**config.mk**
```make
export PLATFORM = sky130hd
export DESIGN_NAME = page_frame_allocator
export DESIGN_NICKNAME = d
export VERILOG_FILES = /design/src/rtl/core/pfa_pkg.sv /design/src/rtl/core/pfa_datapath.sv /design/src/rtl/core/pfa_controller.sv /design/src/rtl/core/page_frame_allocator.sv
export SDC_FILE = /design/constraint.sdc
export NUM_CORES = 1
export LEC_CHECK = 0
export BUFFER_PORTS_ARGS = -buffer_cell sky130_fd_sc_hd__buf_2
export CAP_MARGIN = 20
export CORE_ASPECT_RATIO = 1.4
export CORE_MARGIN = 4
export CORE_UTILIZATION = 45
export DETAILED_ROUTE_END_ITERATION = 7
export SETUP_SLACK_MARGIN = 0.05
export SLEW_MARGIN = 20
export SYNTH_ARGS = -nofsm -noshare
export SYNTH_HDL_FRONTEND = slang
export SYNTH_SLANG_ARGS = --single-unit
```
**constraint.sdc**
```tcl
create_clock -name clock -period 5.89 [get_ports clock]
set_clock_uncertainty 0.1 [all_clocks]
set_input_delay 0 -clock clock [delete_from_list [all_inputs] [get_ports clock]]
set_output_delay 0 -clock clock [all_outputs]
set_load 0.02 [all_outputs]
```
**src/rtl/core/pfa_pkg.sv**
```systemverilog
// Shared types, constants and handshake structs for the page frame allocator.
`timescale 1ns / 1ps

package pfa_pkg;

   localparam int FRAMES   = 16;
   localparam int MAX_BEAT = 16;
   localparam int REPORTED = (FRAMES < MAX_BEAT) ? FRAMES : MAX_BEAT;
   localparam int IDX_W    = $clog2(FRAMES);
   localparam int CNT_W    = $clog2(FRAMES + 1);
   localparam int WANT_W   = 5;
   localparam int CMP_W    = (CNT_W > WANT_W) ? CNT_W : WANT_W;
   localparam int MASK_W   = 16;

   localparam logic [1:0] CMD_DUMP   = 2'd0;
   localparam logic [1:0] CMD_ERASE  = 2'd1;
   localparam logic [1:0] CMD_ALLOC  = 2'd2;
   localparam logic [1:0] CMD_LOCATE = 2'd3;

   localparam logic [1:0] STATUS_OK        = 2'd0;
   localparam logic [1:0] STATUS_NO_SPACE  = 2'd1;
   localparam logic [1:0] STATUS_EXHAUSTED = 2'd2;

   typedef struct packed {
      logic [1:0]        command;
      logic [7:0]        process_id;
      logic [WANT_W-1:0] page_count;
   } req_type;

   typedef struct packed {
      logic [1:0]        status;
      logic [3:0]        frame_index;
      logic [7:0]        owner;
      logic [MASK_W-1:0] frame_mask;
      logic              last;
   } rsp_type;

   // controller to datapath
   typedef struct packed {
      logic capture;
      logic count_step;
      logic walk_step;
      logic dump_load;
      logic final_load;
   } ctl_cmd_type;

   // datapath to controller
   typedef struct packed {
      logic       walk_last;
      logic       alloc_fail;
      logic       next_zero;
      logic       out_last;
   } ctl_sts_type;

endpackage

```
**src/rtl/core/pfa_datapath.sv**
```systemverilog
// Frame table, scan index, counters and the result register.
`timescale 1ns / 1ps

module pfa_datapath (
   input  logic                 clock,
   input  logic                 reset,
   input  pfa_pkg::req_type     req_data,
   input  pfa_pkg::ctl_cmd_type cmd,
   output pfa_pkg::ctl_sts_type sts,
   output pfa_pkg::rsp_type     rsp_data
);

   logic [7:0]                  table_ff [pfa_pkg::FRAMES];
   logic [pfa_pkg::IDX_W-1:0]   idx_ff, idx_in;
   logic [pfa_pkg::CNT_W-1:0]   free_ff, free_in;
   logic [pfa_pkg::WANT_W-1:0]  want_ff, want_in;
   logic [pfa_pkg::MASK_W-1:0]  mask_ff, mask_in;
   logic [7:0]                  num_ff, num_in;
   logic [7:0]                  next_ff, next_in;
   logic [7:0]                  pid_ff, pid_in;
   logic [1:0]                  op_ff, op_in;
   logic                        exh_ff, exh_in;
   pfa_pkg::rsp_type            rsp_ff, rsp_in;
   logic [7:0]                  cur_owner;
   logic                        wr_en;
   logic [7:0]                  wr_data;
   logic                        walk_last;
   logic                        dump_last;
   logic                        alloc_fail;

   assign cur_owner  = table_ff[idx_ff];
   assign walk_last  = (idx_ff == pfa_pkg::IDX_W'(pfa_pkg::FRAMES - 1));
   assign dump_last  = (idx_ff == pfa_pkg::IDX_W'(pfa_pkg::REPORTED - 1));
   assign alloc_fail = exh_ff ||
                       (pfa_pkg::CMP_W'(free_ff) < pfa_pkg::CMP_W'(want_ff));

   always_comb begin
      idx_in  = idx_ff;
      free_in = free_ff;
      want_in = want_ff;
      mask_in = mask_ff;
      num_in  = num_ff;
      next_in = next_ff;
      pid_in  = pid_ff;
      op_in   = op_ff;
      exh_in  = exh_ff;
      rsp_in  = rsp_ff;
      wr_en   = 1'b0;
      wr_data = 8'd0;

      if (cmd.capture) begin
         idx_in  = '0;
         free_in = '0;
         mask_in = '0;
         want_in = req_data.page_count;
         pid_in  = req_data.process_id;
         op_in   = req_data.command;
         exh_in  = (next_ff == 8'd0);
         num_in  = next_ff;
         if (req_data.command == pfa_pkg::CMD_ALLOC && next_ff != 8'd0) begin
            next_in = 8'(next_ff + 8'd1);
         end
      end

      if (cmd.count_step) begin
         if (cur_owner == 8'd0) begin
            free_in = pfa_pkg::CNT_W'(free_ff + 1'b1);
         end
         idx_in = walk_last ? '0 : pfa_pkg::IDX_W'(idx_ff + 1'b1);
      end

      if (cmd.walk_step) begin
         case (op_ff)
            pfa_pkg::CMD_ERASE: begin
               if (cur_owner == pid_ff) begin
                  wr_en   = 1'b1;
                  wr_data = 8'd0;
               end
            end
            pfa_pkg::CMD_ALLOC: begin
               if (cur_owner == 8'd0 && want_ff != '0) begin
                  wr_en   = 1'b1;
                  wr_data = num_ff;
                  want_in = pfa_pkg::WANT_W'(want_ff - 1'b1);
               end
            end
            pfa_pkg::CMD_LOCATE: begin
               // frames past the mask width shift out to nothing
               if (cur_owner == pid_ff) begin
                  mask_in = mask_ff | (pfa_pkg::MASK_W'(1) << idx_ff);
               end
            end
            default: begin
            end
         endcase
         idx_in = walk_last ? '0 : pfa_pkg::IDX_W'(idx_ff + 1'b1);
      end

      if (cmd.dump_load) begin
         rsp_in.status      = pfa_pkg::STATUS_OK;
         rsp_in.frame_index = 4'(idx_ff);
         rsp_in.owner       = cur_owner;
         rsp_in.frame_mask  = '0;
         rsp_in.last        = dump_last;
         idx_in = pfa_pkg::IDX_W'(idx_ff + 1'b1);
      end

      if (cmd.final_load) begin
         rsp_in.status      = pfa_pkg::STATUS_OK;
         rsp_in.frame_index = 4'd0;
         rsp_in.owner       = 8'd0;
         rsp_in.frame_mask  = '0;
         rsp_in.last        = 1'b1;
         case (op_ff)
            pfa_pkg::CMD_ALLOC: begin
               if (exh_ff) begin
                  rsp_in.status = pfa_pkg::STATUS_EXHAUSTED;
               end else if (alloc_fail) begin
                  rsp_in.status = pfa_pkg::STATUS_NO_SPACE;
               end else begin
                  rsp_in.owner = num_ff;
               end
            end
            pfa_pkg::CMD_LOCATE: begin
               rsp_in.frame_mask = mask_ff;
            end
            default: begin
            end
         endcase
      end
   end

   always_ff @(posedge clock) begin
      if (reset) begin
         for (int i = 0; i < pfa_pkg::FRAMES; i++) begin
            table_ff[i] <= 8'd0;
         end
         next_ff <= 8'd1;
      end else begin
         if (wr_en) begin
            table_ff[idx_ff] <= wr_data;
         end
         next_ff <= next_in;
      end
   end

   always_ff @(posedge clock) begin
      idx_ff  <= idx_in;
      free_ff <= free_in;
      want_ff <= want_in;
      mask_ff <= mask_in;
      num_ff  <= num_in;
      pid_ff  <= pid_in;
      op_ff   <= op_in;
      exh_ff  <= exh_in;
      rsp_ff  <= rsp_in;
   end

   assign rsp_data       = rsp_ff;
   assign sts.walk_last  = walk_last;
   assign sts.alloc_fail = alloc_fail;
   assign sts.next_zero  = (next_ff == 8'd0);
   assign sts.out_last   = rsp_ff.last;

endmodule

```
**src/rtl/core/pfa_controller.sv**
```systemverilog
// Command sequencer: scan passes, dump beats and result handshake.
`timescale 1ns / 1ps

module pfa_controller (
   input  logic                 clock,
   input  logic                 reset,
   input  logic                 req_valid,
   output logic                 req_ready,
   input  logic [1:0]           req_command,
   output logic                 rsp_valid,
   input  logic                 rsp_ready,
   input  pfa_pkg::ctl_sts_type sts,
   output pfa_pkg::ctl_cmd_type cmd
);

   typedef enum logic [6:0] {
      ST_IDLE  = 7'b0000001,
      ST_COUNT = 7'b0000010,
      ST_CHECK = 7'b0000100,
      ST_WALK  = 7'b0001000,
      ST_DUMP  = 7'b0010000,
      ST_FINAL = 7'b0100000,
      ST_OUT   = 7'b1000000
   } state_type;

   state_type state_ff, state_in;

   assign req_ready = (state_ff == ST_IDLE);
   assign rsp_valid = (state_ff == ST_OUT);

   always_comb begin
      state_in = state_ff;
      cmd      = '0;
      case (state_ff)
         ST_IDLE: begin
            if (req_valid) begin
               cmd.capture = 1'b1;
               case (req_command)
                  pfa_pkg::CMD_DUMP:  state_in = ST_DUMP;
                  pfa_pkg::CMD_ALLOC: state_in = sts.next_zero ? ST_CHECK : ST_COUNT;
                  default:            state_in = ST_WALK;
               endcase
            end
         end
         ST_COUNT: begin
            cmd.count_step = 1'b1;
            if (sts.walk_last) begin
               state_in = ST_CHECK;
            end
         end
         ST_CHECK: begin
            state_in = sts.alloc_fail ? ST_FINAL : ST_WALK;
         end
         ST_WALK: begin
            cmd.walk_step = 1'b1;
            if (sts.walk_last) begin
               state_in = ST_FINAL;
            end
         end
         ST_DUMP: begin
            cmd.dump_load = 1'b1;
            state_in      = ST_OUT;
         end
         ST_FINAL: begin
            cmd.final_load = 1'b1;
            state_in       = ST_OUT;
         end
         ST_OUT: begin
            if (rsp_ready) begin
               state_in = sts.out_last ? ST_IDLE : ST_DUMP;
            end
         end
         default: begin
            state_in = ST_IDLE;
         end
      endcase
   end

   always_ff @(posedge clock) begin
      if (reset) begin
         state_ff <= ST_IDLE;
      end else begin
         state_ff <= state_in;
      end
   end

   a_no_overlap: assert property (@(posedge clock) disable iff (reset)
      rsp_valid |-> !req_ready)
      else $error("request taken while a beat is pending");

   a_busy_after_take: assert property (@(posedge clock) disable iff (reset)
      (req_valid && req_ready) |=> !req_ready)
      else $error("ready held after a request beat");

   a_last_frees: assert property (@(posedge clock) disable iff (reset)
      (rsp_valid && rsp_ready && sts.out_last) |=> req_ready)
      else $error("not idle after the last beat");

   a_check_entry: assert property (@(posedge clock) disable iff (reset)
      (state_ff == ST_CHECK) |->
         ($past(state_ff) == ST_COUNT || $past(state_ff) == ST_IDLE))
      else $error("allocation check entered out of order");

endmodule

```
**src/rtl/core/page_frame_allocator.sv**
```systemverilog
// Top level of the page frame allocator: controller plus datapath.
`timescale 1ns / 1ps

// Holds a 16-frame owner table (0 = free) and runs one command at a time; req_ready is high
// only when idle. Erase and locate walk the table one frame a cycle, load the result in the
// final state and then give one beat. Allocate first counts free frames and checks the count,
// then, if enough are free, fills the lowest free frames before the result load; a refused
// allocate answers after the check, and when process numbers are spent the count is skipped.
// Dump gives 16 beats, frame 0 first with last on the final one. Cost is set by the single
// table read port, one frame per cycle while scanning. The result register holds each beat
// until taken.

module page_frame_allocator (
   input  logic             clock,
   input  logic             reset,
   input  logic             req_valid,
   output logic             req_ready,
   input  pfa_pkg::req_type req_data,
   output logic             rsp_valid,
   input  logic             rsp_ready,
   output pfa_pkg::rsp_type rsp_data
);

   pfa_pkg::ctl_cmd_type cmd;
   pfa_pkg::ctl_sts_type sts;

   pfa_controller u_ctl (
      .clock       (clock),
      .reset       (reset),
      .req_valid   (req_valid),
      .req_ready   (req_ready),
      .req_command (req_data.command),
      .rsp_valid   (rsp_valid),
      .rsp_ready   (rsp_ready),
      .sts         (sts),
      .cmd         (cmd)
   );

   pfa_datapath u_dp (
      .clock    (clock),
      .reset    (reset),
      .req_data (req_data),
      .cmd      (cmd),
      .sts      (sts),
      .rsp_data (rsp_data)
   );

endmodule
```
==> impl_metrics.yaml <==
status:
  outcome: "finished clean"
yosys:
  synth_top_area_share_pct: 51.2
  syn_area_per_cell_um2: 12.0
  ys_seq_area_share_pct: 60.8
  yosys.area_share.simple_pct: 14.3
  syn-num-nets: 903
  synth.largest_area_cell: "edfxtp_1"
  syn_inst: 866
  synth_top_family_by_area: "simple AND/OR/NAND/NOR gates"
  yosysWarnings: 0
  netlist_area_mm2: 0.0104
  ys.flop_type: "edfxtp_1"
  synth_area_leaders: "edfxtp_1 (51%), dfxtp_1 (9.6%), nor2_1 (5.7%)"
  synthXorXnorAreaFrac_pct: 1.69
  yosysUniqueCellTypes: 63
  ys_async_sr_fraction_pct: 0
  ys_ff_latch: 227
  synth_compound_area_share_pct: 9.63
  synthAdderAreaFrac_pct: 2.17
  yosys-mux-area-fraction_pct: 8.15
  synth_edf_count: 177
sta:
  setup_viol: 0
  hold_viol: 0
  drv_slew: 0
  setup_tns_ps: 0
  period_share_pct: 79.7
  rsz0062_at_grt: "false"
  fmax_ghz: 0.213
  relSlewSlack_pct: 28.3
  worstMarginPinSlew_ps: 1070
  holdWs_ps: 103
  fin_crit_ps: 4700
global_routing:
  globalRouteMet3Util_pct: 3.33
  grt-busiest-layer: "met2"
  grt_max_degree: 34
  grt_usage_pct: 22.2
  use_met1_pct: 26.6
  gr-usage-met2_pct: 40.6
  grt_overflow_total: 0
  antenna_found_initial: 0
  grt_pass1_vias: 7463
  grt_pass1_wl_um: 43300
pwr:
  cellPowerDensity_mw_per_mm2: 416
  vdd_drop_max_mv: 0.328
  cellLeakagePower_uw: 0.00430
clocking:
  clkLatencyLatePin_ps: 510
  h-tree-depth: 1
  cts_tree: "yes"
  cts_max_path_buffers: 3
  clock_sinks: 227
  cts_resized: 0
  cts_setup_buffers: 0
  cts_buffers: 23
  root_buffer: "clkbuf_16"
  clkTransAtPathRegs_ps: 60
route:
  drc: 0
  drt-initial-drc-count: 528
  firstDrtPassIters: 5
  routed_via_density: 5.89
  num_vias: 7317
  drtAntennaViolNets: 0
  drt_wl_total_um: 28300
  routedWlPerCell_um: 22.7
worst_setup_path:
  r2r-end: "u_dp.table_ff[9][0]$_SDFFCE_PN0P_"
  crit_path_max_fanout: 29
  endpoint_kind: "flop"
  start_kind: "flop"
  worstSetupPathType: "flop to flop"
  reg2reg_depth: 8
  required_ps: 6010
  critPathArrivalTime_ps: 4820
  rrSetupSlack_ps: 1190
die:
  io_pins: 52
  num_rows: 65
  core_mm2: 0.0226
  die_h_um: 188
  dieArea_mm2: 0.0256
  die_w_um: 136
  start_util_pct: 45.9
worst_hold_path:
  hold_depth: 2
  holdPathEnd: "u_dp.pid_ff[1]$_DFFE_PP_"
  hold_path_class: "input port to flop"
  hp-start: "req_data[6]"
layout:
  post-route-util_pct: 52.7
  syn_to_final_growth_pct: 14.8
  num_antenna_cells: 0
  final_nets: 962
  drive_gt1_share_pct: 14.9
  finalNonFillerCells: 1243
placed_design:
  io_buffers: 51
  gp_congestion: 0.925
  dp_hpwl_um: 20000
  dp.cells: 1181
flow_run:
  drv_cap: 0
[cells in the final DEF, fill, tap and decap left out, types with 4 or more instances in the layout]
cell type        n
mux2_2           4
o41ai_1         24
mux4_2          16
xnor2_1          6
nand4b_1         4
a21o_1           6
o41ai_2          4
a41oi_1          4
nor3_1           8
a22oi_1         16
dlygate4sd3_1   19
a211oi_1         5
a21oi_1         11
nor4_1           7
a22o_1           8
mux2i_1         44
nand3_1         15
nand4_1         13
clkbuf_1        11
buf_2           51
and3_1          23
buf_4           21
nand2_1         70
nor2_1         158
clkbuf_16       23
o22ai_1          5
nor2b_1          4
edfxtp_1       177
xor2_1          14
or2_2            4
a31oi_1         13
inv_1           21
ha_1            18
dfxtp_1         49
o21ai_0         10
[worst max path at each step]
stage | slack, ps | end | startpoint
3_5_place_dp | 1190 | u_dp.table_ff[2][4]$_SDFFCE_PN0P_ | flop
2_1_floorplan | 1940 | u_dp.table_ff[3][0]$_SDFFCE_PN0P_ | flop
3_3_place_gp | 1320 | u_dp.table_ff[2][5]$_SDFFCE_PN0P_ | flop
5_1_grt | 1000 | u_dp.table_ff[9][6]$_SDFFCE_PN0P_ | flop
4_1_cts | 1170 | u_dp.table_ff[2][2]$_SDFFCE_PN0P_ | flop
6_report | 1190 | u_dp.table_ff[9][0]$_SDFFCE_PN0P_ | flop
[report_power, final]
group / internal [uW] / switching, uW / total [uW] / leakage, uW
combinational: 529 / 965 / 1490 / 0.00178
sequential: 1890 / 190 / 2080 / 0.00218
clock: 795 / 588 / 1380 / 0.000340
total: 3210 / 1740 / 4960 / 0.00430
[cells in the mapped netlist (all sizes together), types with 5 or more instances]
cell / number
a22o: 8
buf: 25
mux4: 16
clkbuf: 33
edfxtp: 177
xnor2: 6
a211oi: 5
a21oi: 12
and3: 23
nand4: 13
nor2: 158
mux2i: 44
dfxtp: 50
ha: 18
a22oi: 16
o41ai: 30
nor4: 7
a31oi: 13
o22ai: 5
a21o: 6
inv: 21
xor2: 14
o21ai: 11
nand3: 15
nor3: 8
nand2: 70
[logic make-up (layout without fill, tap and decap cells)]
group,count (synthesis),after routing
compound gates,130,130
xor+xnor,20,20
fa+ha+maj,18,18
buf+inv,80,156
flops,227,227
mux,64,64
simple gates,327,327
[state kept, by name, summed over array words and instances (netlist names), 4 cells and up, named ones only]
register / flops
u_dp.table_ff: 128
u_dp.rsp_data: 31
u_dp.mask_ff: 16
u_dp.next_ff: 8
u_dp.num_ff: 8
u_dp.pid_ff: 8
u_ctl.state_ff: 7
u_dp.free_ff: 5
u_dp.want_ff: 5
u_dp.idx_ff: 4
[stage by stage]
stage	setup WS [ps]	power [uW]	area [um^2]
final	1190	4960	11900
after global routing	996	5180	11900
after CTS	1170	4940	11900
after detailed placement	1190	3540	11000
after global placement	1320	3540	11000
after floorplan	1940	3080	10400
[final cells by class]
type | instances | area, um^2
sequential | 227 | 6320
inverter | 22 | 82.6
timing repair buffer | 92 | 618
clock inverter | 6 | 56.3
multi-input combinational | 559 | 3820
clock buffer | 36 | 644
fill | 1982 | 10700
tap | 301 | 377
[worst max-delay path, cell delays in order, from the launching register on]
cell and delay (ps):
dfxtp_2 690, buf_4 400, mux4_2 540, mux2i_1 470, a2111oi_0 210, or4_1 570
buf_4 310, o41ai_1 800, buf_4 270
[timing repair]
item                                    CTS  global route
endpoints found under the setup margin    0             0
hold endpoints to repair                 48             0
hold buffers                             19             0
[layer usage]
metal	vias to the layer above	part of all wire, %
met5	-	0
met4	0	3.5
met3	56	5.3
met2	259	53
met1	3640	38
li1	3362	-
Note: power is estimated with default switching activity, not from simulation.
